$ cat src/sv/dtd_pkg.sv
`timescale 1ns / 1ps

package dtd_pkg;

   // one g in raw sample counts; the baseline starts here in Q17.16
   localparam int unsigned ONE_G = 16384;

   localparam int unsigned CSR_INDEX_W = 3;
   localparam int unsigned CSR_DATA_W  = 17;

   localparam logic [15:0] EMA_ALPHA_RST      = 16'd655;
   localparam logic [15:0] WARMUP_SAMPLES_RST = 16'd201;
   localparam logic [16:0] SPIKE_THR_RST      = 17'd4096;
   localparam logic [16:0] REARM_THR_RST      = 17'd1024;
   localparam logic [15:0] SHOCK_MAX_RST      = 16'd50;
   localparam logic [15:0] GAP_MIN_RST        = 16'd60;
   localparam logic [15:0] GAP_MAX_RST        = 16'd400;
   localparam logic [15:0] REFRACTORY_RST     = 16'd500;

   typedef enum logic [CSR_INDEX_W-1:0] {
      REG_EMA_ALPHA      = 3'd0,
      REG_WARMUP_SAMPLES = 3'd1,
      REG_SPIKE_THR      = 3'd2,
      REG_REARM_THR      = 3'd3,
      REG_SHOCK_MAX      = 3'd4,
      REG_GAP_MIN        = 3'd5,
      REG_GAP_MAX        = 3'd6,
      REG_REFRACTORY     = 3'd7
   } csr_reg_type;

   typedef enum logic [1:0] {
      PH_IDLE  = 2'd0,
      PH_SHOCK = 2'd1,
      PH_GAP   = 2'd2,
      PH_REFR  = 2'd3
   } phase_type;

   typedef enum logic [2:0] {
      SEQ_IDLE,
      SEQ_SQUARE,
      SEQ_ROOT,
      SEQ_DIFF,
      SEQ_SCALE,
      SEQ_UPDATE,
      SEQ_DECIDE
   } seq_state_type;

   // milliseconds to microseconds: ms * (1024 - 16 - 8)
   function automatic logic [26:0] ms_to_us(input logic [16:0] ms);
      logic [26:0] w;
      w = {10'b0, ms};
      return (w << 10) - (w << 4) - (w << 3);
   endfunction

   function automatic logic [15:0] abs16(input logic signed [15:0] a);
      logic [16:0] neg;
      neg = 17'd0 - {a[15], a};
      return a[15] ? neg[15:0] : a[15:0];
   endfunction

endpackage

$ cat src/sv/dtd_isqrt.sv
`timescale 1ns / 1ps

// Floor square root of a 32-bit word, two radicand bits per cycle.
module dtd_isqrt (
   input  logic        clock,
   input  logic        reset,
   input  logic        start,
   input  logic [31:0] radicand,
   output logic        done,
   output logic [15:0] root
);

   logic [31:0] rad_ff;
   logic [17:0] rem_ff;
   logic [15:0] root_ff;
   logic [3:0]  cnt_ff;
   logic        busy_ff;
   logic        done_ff;

   logic [19:0] shifted;
   logic [19:0] trial;
   logic        take;
   logic [17:0] rem_in;
   logic [15:0] root_in;
   logic        last;

   always_comb begin
      shifted = {rem_ff, rad_ff[31:30]};
      trial   = {2'b00, root_ff, 2'b01};
      take    = shifted >= trial;
      rem_in  = take ? 18'(shifted - trial) : shifted[17:0];
      root_in = {root_ff[14:0], take};
      last    = busy_ff && (cnt_ff == 4'hF);
   end

   always_ff @(posedge clock) begin
      if (reset) begin
         busy_ff <= 1'b0;
         done_ff <= 1'b0;
      end else begin
         done_ff <= last;
         if (start) begin
            busy_ff <= 1'b1;
         end else if (last) begin
            busy_ff <= 1'b0;
         end
      end
   end

   always_ff @(posedge clock) begin
      if (start) begin
         rad_ff  <= radicand;
         rem_ff  <= '0;
         root_ff <= '0;
         cnt_ff  <= '0;
      end else if (busy_ff) begin
         rad_ff  <= rad_ff << 2;
         rem_ff  <= rem_in;
         root_ff <= root_in;
         cnt_ff  <= cnt_ff + 4'd1;
      end
   end

   assign done = done_ff;
   assign root = root_ff;

   // a new radicand must never land on a root still in progress
   a_no_restart: assert property (@(posedge clock) disable iff (reset)
      start |-> !busy_ff)
      else $error("root unit restarted while busy");

   a_done_after_busy: assert property (@(posedge clock) disable iff (reset)
      done_ff |-> $past(busy_ff))
      else $error("root done without a preceding busy cycle");

endmodule

$ cat src/sv/double_tap_detector.sv
`timescale 1ns / 1ps

// Channel   Direction  Handshake          Payload
// req       in         req_valid/stall    time_us, acc_x, acc_y, acc_z
// rsp       out        rsp_valid/stall    double_tap (one word per req word)
// csr       in         csr_we             csr_index, csr_wdata
//
// A word passes from acceptance to result through the shared 16x16 squarer,
// the two-bit-per-cycle root unit, a capture step, and the baseline update
// and tap decision (DIFF, SCALE, UPDATE, DECIDE). The next word is taken once
// the result has moved to the output register, so words never overlap.
// Synchronous active-high reset loads the register defaults and the idle state.
// A stalled result holds the decision step until the output register frees.
module double_tap_detector (
   input  logic                            clock,
   input  logic                            reset,
   input  logic                            req_valid,
   output logic                            req_stall,
   input  logic [31:0]                     req_time_us,
   input  logic signed [15:0]              req_acc_x,
   input  logic signed [15:0]              req_acc_y,
   input  logic signed [15:0]              req_acc_z,
   output logic                            rsp_valid,
   input  logic                            rsp_stall,
   output logic                            rsp_double_tap,
   input  logic                            csr_we,
   input  logic [dtd_pkg::CSR_INDEX_W-1:0] csr_index,
   input  logic [dtd_pkg::CSR_DATA_W-1:0]  csr_wdata
);

   // configuration
   logic [15:0] alpha_ff;
   logic [16:0] spike_thr_ff;
   logic [16:0] rearm_thr_ff;
   logic [15:0] shock_max_ff;
   logic [15:0] gap_min_ff;
   logic [15:0] gap_max_ff;
   logic [15:0] refr_ff;

   // sequencer and datapath
   dtd_pkg::seq_state_type seq_ff, seq_in;
   logic [1:0]          sq_cnt_ff;
   logic [31:0]         time_ff;
   logic signed [15:0]  ax_ff, ay_ff, az_ff;
   logic [15:0]         sel_mag;
   logic [31:0]         square;
   logic [31:0]         prod_ff;
   logic [31:0]         acc_ff;
   logic [15:0]         mag_ff;
   logic                diff_neg_ff;
   logic [32:0]         diff_ff;
   logic [48:0]         scaled;
   logic [32:0]         step_ff;
   logic [32:0]         base_ff;
   logic [32:0]         m_q;

   // detector state
   dtd_pkg::phase_type  phase_ff, phase_in;
   logic [31:0]         mark_ff, mark_in;
   logic [15:0]         warm_left_ff, warm_left_in;
   logic                primed_ff, primed_in;

   logic                accept;
   logic                sq_start;
   logic                sq_done;
   logic [15:0]         sq_root;
   logic                dec_fire;
   logic                tap_in;
   logic                run;
   logic [32:0]         dev;
   logic                spike, quiet;
   logic [31:0]         el_us;
   logic                shock_over, gap_ge_min, gap_over, refr_over;

   logic                rsp_valid_ff;
   logic                rsp_tap_ff;

   assign accept    = req_valid && !req_stall;
   assign req_stall = (seq_ff != dtd_pkg::SEQ_IDLE);
   assign m_q       = {1'b0, mag_ff, 16'b0};

   // ---------------- configuration port ----------------
   always_ff @(posedge clock) begin
      if (reset) begin
         alpha_ff     <= dtd_pkg::EMA_ALPHA_RST;
         spike_thr_ff <= dtd_pkg::SPIKE_THR_RST;
         rearm_thr_ff <= dtd_pkg::REARM_THR_RST;
         shock_max_ff <= dtd_pkg::SHOCK_MAX_RST;
         gap_min_ff   <= dtd_pkg::GAP_MIN_RST;
         gap_max_ff   <= dtd_pkg::GAP_MAX_RST;
         refr_ff      <= dtd_pkg::REFRACTORY_RST;
      end else if (csr_we) begin
         unique case (csr_index)
            dtd_pkg::REG_EMA_ALPHA:      alpha_ff     <= csr_wdata[15:0];
            dtd_pkg::REG_WARMUP_SAMPLES: ;
            dtd_pkg::REG_SPIKE_THR:      spike_thr_ff <= csr_wdata;
            dtd_pkg::REG_REARM_THR:      rearm_thr_ff <= csr_wdata;
            dtd_pkg::REG_SHOCK_MAX:      shock_max_ff <= csr_wdata[15:0];
            dtd_pkg::REG_GAP_MIN:        gap_min_ff   <= csr_wdata[15:0];
            dtd_pkg::REG_GAP_MAX:        gap_max_ff   <= csr_wdata[15:0];
            dtd_pkg::REG_REFRACTORY:     refr_ff      <= csr_wdata[15:0];
            default: ;
         endcase
      end
   end

   // ---------------- squarer ----------------
   always_comb begin
      unique case (sq_cnt_ff)
         2'd0:    sel_mag = dtd_pkg::abs16(ax_ff);
         2'd1:    sel_mag = dtd_pkg::abs16(ay_ff);
         2'd2:    sel_mag = dtd_pkg::abs16(az_ff);
         default: sel_mag = '0;
      endcase
      square = 32'(sel_mag) * 32'(sel_mag);
   end

   assign sq_start = (seq_ff == dtd_pkg::SEQ_SQUARE) && (sq_cnt_ff == 2'd3);

   dtd_isqrt u_isqrt (
      .clock    (clock),
      .reset    (reset),
      .start    (sq_start),
      .radicand (acc_ff + prod_ff),
      .done     (sq_done),
      .root     (sq_root)
   );

   assign scaled = diff_ff * alpha_ff;

   always_ff @(posedge clock) begin
      if (accept) begin
         time_ff   <= req_time_us;
         ax_ff     <= req_acc_x;
         ay_ff     <= req_acc_y;
         az_ff     <= req_acc_z;
         sq_cnt_ff <= 2'd0;
      end
      if (seq_ff == dtd_pkg::SEQ_SQUARE) begin
         prod_ff   <= square;
         acc_ff    <= (sq_cnt_ff == 2'd0) ? 32'd0 : acc_ff + prod_ff;
         sq_cnt_ff <= sq_cnt_ff + 2'd1;
      end
      if (seq_ff == dtd_pkg::SEQ_ROOT && sq_done) begin
         mag_ff <= sq_root;
      end
      if (seq_ff == dtd_pkg::SEQ_DIFF) begin
         diff_neg_ff <= m_q < base_ff;
         diff_ff     <= (m_q < base_ff) ? base_ff - m_q : m_q - base_ff;
      end
      if (seq_ff == dtd_pkg::SEQ_SCALE) begin
         step_ff <= scaled[48:16];
      end
   end

   // ---------------- decision ----------------
   always_comb begin
      dev   = (m_q >= base_ff) ? m_q - base_ff : base_ff - m_q;
      spike = dev > {spike_thr_ff, 16'b0};
      quiet = dev < {rearm_thr_ff, 16'b0};

      // elapsed_ms > K  is  elapsed_us >= (K + 1) * 1000
      el_us      = time_ff - mark_ff;
      shock_over = el_us >= 32'(dtd_pkg::ms_to_us({1'b0, shock_max_ff} + 17'd1));
      gap_ge_min = el_us >= 32'(dtd_pkg::ms_to_us({1'b0, gap_min_ff}));
      gap_over   = el_us >= 32'(dtd_pkg::ms_to_us({1'b0, gap_max_ff} + 17'd1));
      refr_over  = el_us >= 32'(dtd_pkg::ms_to_us({1'b0, refr_ff} + 17'd1));
   end

   always_comb begin
      seq_in       = seq_ff;
      phase_in     = phase_ff;
      mark_in      = mark_ff;
      warm_left_in = warm_left_ff;
      primed_in    = primed_ff;
      tap_in       = 1'b0;
      dec_fire     = 1'b0;
      run          = primed_ff || (warm_left_ff == 16'd0);

      unique case (seq_ff)
         dtd_pkg::SEQ_IDLE:   if (accept) seq_in = dtd_pkg::SEQ_SQUARE;
         dtd_pkg::SEQ_SQUARE: if (sq_start) seq_in = dtd_pkg::SEQ_ROOT;
         dtd_pkg::SEQ_ROOT:   if (sq_done) seq_in = dtd_pkg::SEQ_DIFF;
         dtd_pkg::SEQ_DIFF:   seq_in = dtd_pkg::SEQ_SCALE;
         dtd_pkg::SEQ_SCALE:  seq_in = dtd_pkg::SEQ_UPDATE;
         dtd_pkg::SEQ_UPDATE: seq_in = dtd_pkg::SEQ_DECIDE;
         dtd_pkg::SEQ_DECIDE: begin
            // hold until the output register can take the word
            dec_fire = !rsp_valid_ff || !rsp_stall;
            if (dec_fire) begin
               seq_in = dtd_pkg::SEQ_IDLE;
               if (!primed_ff) begin
                  if (warm_left_ff != 16'd0) begin
                     warm_left_in = warm_left_ff - 16'd1;
                  end else begin
                     primed_in = 1'b1;
                  end
               end
               if (run) begin
                  unique case (phase_ff)
                     dtd_pkg::PH_IDLE: begin
                        if (spike) begin
                           phase_in = dtd_pkg::PH_SHOCK;
                           mark_in  = time_ff;
                        end
                     end
                     dtd_pkg::PH_SHOCK: begin
                        if (quiet) begin
                           phase_in = dtd_pkg::PH_GAP;
                           mark_in  = time_ff;
                        end else if (shock_over) begin
                           phase_in = dtd_pkg::PH_IDLE;
                        end
                     end
                     dtd_pkg::PH_GAP: begin
                        if (spike) begin
                           mark_in = time_ff;
                           if (gap_ge_min && !gap_over) begin
                              tap_in   = 1'b1;
                              phase_in = dtd_pkg::PH_REFR;
                           end else begin
                              // ringing or a late spike: restart from the shock
                              phase_in = dtd_pkg::PH_SHOCK;
                           end
                        end else if (gap_over) begin
                           phase_in = dtd_pkg::PH_IDLE;
                        end
                     end
                     dtd_pkg::PH_REFR: begin
                        if (refr_over) phase_in = dtd_pkg::PH_IDLE;
                     end
                     default: ;
                  endcase
               end
            end
         end
         default: seq_in = dtd_pkg::SEQ_IDLE;
      endcase

      if (csr_we && csr_index == dtd_pkg::REG_WARMUP_SAMPLES) begin
         warm_left_in = csr_wdata[15:0];
      end
   end

   always_ff @(posedge clock) begin
      if (reset) begin
         seq_ff       <= dtd_pkg::SEQ_IDLE;
         phase_ff     <= dtd_pkg::PH_IDLE;
         mark_ff      <= '0;
         base_ff      <= 33'(dtd_pkg::ONE_G) << 16;
         warm_left_ff <= dtd_pkg::WARMUP_SAMPLES_RST;
         primed_ff    <= 1'b0;
         rsp_valid_ff <= 1'b0;
      end else begin
         seq_ff       <= seq_in;
         phase_ff     <= phase_in;
         mark_ff      <= mark_in;
         warm_left_ff <= warm_left_in;
         primed_ff    <= primed_in;
         if (seq_ff == dtd_pkg::SEQ_UPDATE) begin
            base_ff <= diff_neg_ff ? base_ff - step_ff : base_ff + step_ff;
         end
         if (dec_fire) begin
            rsp_valid_ff <= 1'b1;
         end else if (!rsp_stall) begin
            rsp_valid_ff <= 1'b0;
         end
      end
   end

   always_ff @(posedge clock) begin
      if (dec_fire) rsp_tap_ff <= tap_in;
   end

   assign rsp_valid      = rsp_valid_ff;
   assign rsp_double_tap = rsp_tap_ff;

   a_rsp_from_decide: assert property (@(posedge clock) disable iff (reset)
      $rose(rsp_valid_ff) |-> $past(seq_ff) == dtd_pkg::SEQ_DECIDE)
      else $error("result raised outside the decision step");

   a_root_in_wait: assert property (@(posedge clock) disable iff (reset)
      sq_done |-> seq_ff == dtd_pkg::SEQ_ROOT)
      else $error("root finished while sequencer was not waiting");

   a_tap_to_refr: assert property (@(posedge clock) disable iff (reset)
      (dec_fire && tap_in) |=> phase_ff == dtd_pkg::PH_REFR)
      else $error("double tap without entering refractory");

   a_no_tap_in_warmup: assert property (@(posedge clock) disable iff (reset)
      (dec_fire && !primed_ff && warm_left_ff != 16'd0) |-> !tap_in)
      else $error("double tap reported during warmup");

endmodule
$ cat config.mk
export PLATFORM = sky130hd
export DESIGN_NAME = double_tap_detector
export DESIGN_NICKNAME = d
export VERILOG_FILES = /design/src/sv/dtd_pkg.sv /design/src/sv/dtd_isqrt.sv /design/src/sv/double_tap_detector.sv
export SDC_FILE = /design/constraint.sdc
export NUM_CORES = 2
export LEC_CHECK = 0
export BUFFER_PORTS_ARGS = -buffer_cell sky130_fd_sc_hd__buf_2
export CORE_MARGIN = 5
export CORE_UTILIZATION = 45
export CTS_CLUSTER_DIAMETER = 100
export CTS_CLUSTER_SIZE = 24
export DETAILED_ROUTE_END_ITERATION = 10
export GPL_TIMING_DRIVEN = 1
export PLACE_DENSITY_LB_ADDON = 0.2
export SYNTH_ARGS = -nofsm -noshare
export SYNTH_HDL_FRONTEND = slang
export SYNTH_HIERARCHICAL = 1
export SYNTH_SLANG_ARGS = --single-unit
$ cat constraint.sdc
create_clock -name clock -period 13.5 [get_ports clock]
set_input_delay 0.675 -clock clock [delete_from_list [all_inputs] [get_ports clock]]
set_output_delay 0.675 -clock clock [all_outputs]
set_load 0.02 [all_outputs]
**Yosys cells after proc, flatten, opt, wreduce, memory -nomap -nowiden**

Cells that the tools add are included.

- Add/subtract/negate cells: 24
- Multipliers: 2
- Divide/modulo/power cells: 0
- Magnitude comparators: 9
- Equality and inequality tests: 32
- Shift-type cells: 0
- Mux-type cells: 41
- Bitwise gates (word level): 0
- Reductions and logical operators: 40

Operators with widths:

| cell | number |
|---|---|
| 32-bit by 27-bit >= comparator with 1-bit output | 4 |
| 16-bit 2-to-1 mux | 8 |
| 32-bit 2-to-1 mux | 4 |
| 33-bit 2-to-1 mux | 3 |
| 27-bit by 20-bit subtractor with 27-bit output | 3 |
| 27-bit by 21-bit subtractor with 27-bit output | 3 |
| 32-bit one-hot mux with 2 select lines | 1 |
| 16-bit by 1-bit adder with 17-bit output (second input constant) | 3 |
| 33-bit by 16-bit multiplier with 49-bit output | 1 |
| 16-bit one-hot mux with 3 select lines | 1 |
| 1-bit by 16-bit subtractor with 16-bit output (first input constant) | 3 |
| 33-bit adder | 1 |
| 32-bit by 33-bit >= comparator with 1-bit output | 1 |
| 33-bit greater-than comparator | 1 |
| 32-bit by 33-bit < comparator with 1-bit output | 1 |
| 33-bit < comparator | 1 |
| 32-bit by 33-bit subtractor with 33-bit output | 1 |
| 33-bit by 32-bit subtractor with 33-bit output | 1 |
| 33-bit subtractor | 1 |
| 32-bit adder | 1 |
| 16-bit by 16-bit multiplier with 32-bit output | 1 |
| 32-bit subtractor | 1 |
| 26-bit by 20-bit subtractor with 27-bit output | 1 |
| 27-bit by 19-bit subtractor with 27-bit output | 1 |
| other kinds (35) | 101 |

- Flip-flop bits (word level): 504
- Bits in latches: 0
- Memory bits (writable): 0
- Bits in read-only memories: 0
- Input bits: 105
- Word-level logic and storage cells: 180
- Memories: 0

**Logic depth before layout (Yosys ltp)**

- Word-level depth: 9
- Mapped depth: 34
- Mapped depth without buffers: 34

**Hierarchy**

The synthesis kept the hierarchy.

By module, submodules not included:

| module | times used | cells each | area an instance (sq um) |
|---|---|---|---|
| double_tap_detector | 1 | 6,265 | 55,044.0 |
| dtd_isqrt | 1 | 364 | 3,846.2 |

**Least setup slack after synthesis**

OpenSTA, ideal clock, no wires.

- Path kind: register -> register
- Start point: register az_ff[3]
- End point: register prod_ff[30] (data pin)
- Library setup time: 0.262 ns
- Data arrival time: 8.078 ns
- Data required time: 13.238 ns
- Setup slack: 5.161 ns
- Stages on the path, launching flop included: 32
- Buffers on the path: 1
- Clock period less this slack: 8.339 ns
- Cell sequence: edfxtp_1 > or4_1 > or4_1 > o31ai_1 > xnor2_1 > a222oi_1 > clkbuf_1 > nor2_1 > inv_1 > fa_1 > fa_1 > inv_1 > fa_1 > inv_1 > fa_1 > inv_1 > fa_1 > inv_1 > fa_1 > inv_1 > ha_1 > a21o_1 > a21o_1 > a21oi_1 > nor2_1 > a221o_1 > o41ai_1 > nor2_1 > a211oi_1 > nor3_1 > o31ai_1 > xnor2_1

- Cells in the longest elaborated chain, start to end: 4

RTL lines:

| what | line | text |
|---|---|---|
| start, declared | double_tap_detector.sv:44 | `logic signed [15:0] ax_ff, ay_ff, az_ff;` |
| start signal, assigned | double_tap_detector.sv:136 | `az_ff <= req_acc_z;` |
| 1-bit by 16-bit subtractor with 16-bit output | dtd_pkg.sv:57 | `neg = 17'd0 - {a[15], a};` |
| 16-bit 2-to-1 mux (*) | dtd_pkg.sv:58 | `return a[15] ? neg[15:0] : a[15:0];` |
| 16-bit one-hot mux with 3 select lines (*) | double_tap_detector.sv:109 | `unique case (sq_cnt_ff)` |
| 16-bit by 16-bit multiplier with 32-bit output (*) | double_tap_detector.sv:115 | `square = 32'(sel_mag) * 32'(sel_mag);` |
| via square[30] | double_tap_detector.sv:46 | `logic [31:0] square;` |
| end signal, assigned | double_tap_detector.sv:140 | `prod_ff <= square;` |
| end, declared | double_tap_detector.sv:47 | `logic [31:0] prod_ff;` |

The timed path passes the listed nets; every way through them passes the cells marked *.
A chain may end at the register's enable or synchronous reset.

**Worst setup path in the final report**

- Start point: register sq_cnt_ff[0]
- End point: register prod_ff[30] (data pin)

- Cells in the longest elaborated chain, start to end: 3

RTL lines:

| what | line | text |
|---|---|---|
| start, declared | double_tap_detector.sv:42 | `logic [1:0] sq_cnt_ff;` |
| start signal, assigned | double_tap_detector.sv:142 | `sq_cnt_ff <= sq_cnt_ff + 2'd1;` |
| 2-bit == test (tied with other cells) | double_tap_detector.sv:109 |  |
| 16-bit one-hot mux with 3 select lines (*) | double_tap_detector.sv:109 |  |
| 16-bit by 16-bit multiplier with 32-bit output (*) | double_tap_detector.sv:115 |  |
| via square[30] | double_tap_detector.sv:46 |  |

Marks and branches as above.

==> results by group <==
Job
  – Max-cap viol count: 0

Synth
  – Sequential area share after synthesis: 0.215
  – Number of synthesized flops with an enable pin: 261
  – Area contributors post-synth: fa_1, edfxtp_1, ha_1
  – Synth cell types: 98
  – Synth Instances: 6629
  – Warnings, synthesis: 6
  – Post-synth ARST share: 0
  – Post-Syn Area: between 0.05 and 0.06 mm²
  – Commonest cells in the netlist: nand2_1, inv_1, fa_1
  – Top-count cell post-synth: nand2_1
  – Synth Flop Type: edfxtp_1
  – Yosys reg bits: 503
  – Mean area per synthesized cell: about 8.9 µm²
  – Synth top area share: 0.216
  – Leading area contributor after synthesis: fa_1
  – Syn_nets: between 7000 and 8000

Clock tree
  – Post-CTS Resized: 0
  – Clock transition at path regs: 110 ps
  – Postcts setup bufs: 0
  – CTS Buffer Depth: 3
  – Clk sinks: between 500 and 600
  – Clk_lat worst skew: 680 ps
  – # hold bufs at CTS: 0
  – H-Tree Depth: 1
  – CTS root buf: clkbuf_16
  – TritonCTS clock tree: built
  – CTS Buf Count: 31

STA
  – Fmax: 103 MHz
  – Final worst slack: 3780 ps
  – Slew at the pin with the worst max-slew slack: 1210 ps
  – Final period utilization: 0.720
  – Setup Total Neg Slack: 0 ps
  – Slew margin rel.: 0.188
  – RSZ-0062 raised after global routing: no
  – Post-route minimum period: 9720 ps
  – Slew Limit Fails: 0
  – Clock Skews: between 40 and 50 ps
  – Final setup viols: 0
  – Final hold vios: 0
  – WHS: 161 ps

Route
  – Final wirelength: 150000 µm
  – Initial DRC count: roughly 3200
  – DRC violations left: 0
  – Drt first pass iters: 6
  – Via density: 5.45
  – Via count: 45500
  – Routed len/inst: 18.0 µm
  – DRT antenna net count: 0

Pwr
  – Seq pwr share: 0.190
  – Switching power: 5.64 mW
  – Pleak: 27.1 nW
  – Final Power: approximately 12 mW
  – Sw Share: 0.478
  – Combinational share of power: 0.718
  – Internal power: 6.18 mW
  – Clock share of power: 0.092
  – Pwr Density: 190 mW/mm²
  – Peak VDD IR: 0.000523 V

Setup path
  – Critical Path Sink Type: flip-flop
  – Startpoint type of the worst setup path: flip-flop
  – Critical path data required time: 13930 ps
  – Critical Path AT: 10150 ps
  – Reg2Reg Depth: 28
  – Critical path class: reg2reg
  – Worst Path Max Fanout: 47
  – CP max stage delay: 890 ps
  – Worst path slowest cell: ha_2

GRT
  – Global-route wire length before repair: 245000 µm
  – Global Route Usage Sum: 0.218
  – GR Overflow Total: 0
  – Largest net degree at the start of global routing: 88
  – Initial antenna violation count: 2
  – Vias in the first global route: 45600

Floorplan
  – Row count: 132
  – Starting Density: 0.454
  – Core ar.: 0.130 mm²
  – # IOs: 108
  – Die X: about 370 µm
  – Die area: 0.138 mm²
  – Chip height: roughly 370 µm

Placement
  – Pre-CTS setup slack: 3910 ps
  – Placed Cells incl. Taps: around 8300
  – Placer Congestion: 0.894
  – Port buffer count: between 100 and 150
  – HPWL Detailed: 117000 µm

Min path
  – Worst Hold Class: in2reg
  – Worst hold stages: 1

Status
  – Status: finished clean

Cells and area
  – Fraction of final layout cells sized beyond drive strength 1: 0.0458
  – Inserted Diodes: 0
  – Non-Filler Instances: 8352
  – FILL cells: 12500
  – Area Growth Syn to Fin: 5.52%
  – Nets: 7941
registers in the layout (all words and copies together), names as in the netlist, 3 cells and up:
| signal | cells |
|---|---|
| base_ff | 33 |
| diff_ff | 33 |
| step_ff | 33 |
| acc_ff | 32 |
| mark_ff | 32 |
| time_ff | 32 |
| u_isqrt/rad_ff | 32 |
| prod_ff | 31 |
| u_isqrt/rem_ff | 18 |
| rearm_thr_ff | 17 |
| spike_thr_ff | 17 |
| alpha_ff | 16 |
| ax_ff | 16 |
| ay_ff | 16 |
| az_ff | 16 |
| gap_max_ff | 16 |
| gap_min_ff | 16 |
| mag_ff | 16 |
| refr_ff | 16 |
| shock_max_ff | 16 |
| u_isqrt/root | 16 |
| warm_left_ff | 16 |
| u_isqrt/cnt_ff | 4 |
| seq_ff | 3 |
metal layers:
layer	wire length (µm)	global-route usage	vias to the layer above
met4	2930	0.0403	0
met5	0	0	-
li1	-	-	21800
met3	7030	0.0212	157
met2	70400	0.369	1050
met1	70100	0.307	22500
path summary, 6_finish.rpt:
path | from | end | slack, ps
worst max register to register | sq_cnt_ff[0] | prod_ff[30] | 3780
worst min-delay path | req_time_us[18] | time_ff[18] | 160
worst max-delay path | sq_cnt_ff[0] | prod_ff[30] | 3780
worst min register to register | rearm_thr_ff[15] | rearm_thr_ff[15] | 460
kinds of logic after synthesis:
kind of cell,share of synthesized area
simple gates,0.163
flops,0.215
mux,0.0174
fa+ha+maj,0.347
xor+xnor,0.0587
compound gates,0.123
buf+inv,0.0758
metrics by stage:
stage	area (µm²)	utilization
finish	62100	0.479
global route	62100	0.479
CTS	62100	0.479
detailed placement	61100	0.471
global placement	61100	0.471
floorplan	58900	-
cells in the final DEF, fill, tap and decap left out, types with 70 or more instances in the layout:
cell      netlist  layout
nand3_1        88      88
inv_1         919     919
a21o_1        126     126
fa_1          635     635
dfxtp_1       242     242
nand2_1       936     936
o21ai_0       210     210
a21oi_1       385     384
nor2_1        386     384
nor2b_1        76      76
buf_2           2     106
nor3_1        102      99
ha_1          615     614
and2_1        183     183
edfxtp_1      261     261
xor2_1        109     109
xnor2_1       286     286
nand2b_1       70      70
power by group through the flow:
stage / clock network [mW] / registers [mW] / logic [mW]
after floorplan: 0 / 2.24 / 6.72
after global placement: 0 / 2.28 / 8.35
after detailed placement: 0 / 2.28 / 8.43
after CTS: 1.12 / 2.25 / 8.54
after global routing: 1.17 / 2.27 / 9.85
final: 1.08 / 2.25 / 8.49
critical path: cells and delay by family (launching register included):
family	cells	cell delay, ps
buffers and inverters	6	360
AND/OR/NAND/NOR	5	1380
adder cells (fa/ha/maj)	8	4270
AO/OA/AOI/OAI	8	2860
XOR/XNOR	1	100
flip-flops	1	450
layout make-up:
cell class	instances	area [µm²]	area share
clock buffer	40	810	0.0130
clock inverter	17	245	0.00395
inverter	920	3450	0.0556
multi-input combinational	4963	41800	0.672
sequential	503	12700	0.204
tap	1742	2180	0.0351
timing repair buffer	167	992	0.0160
(Power assumes the default switching activity.)
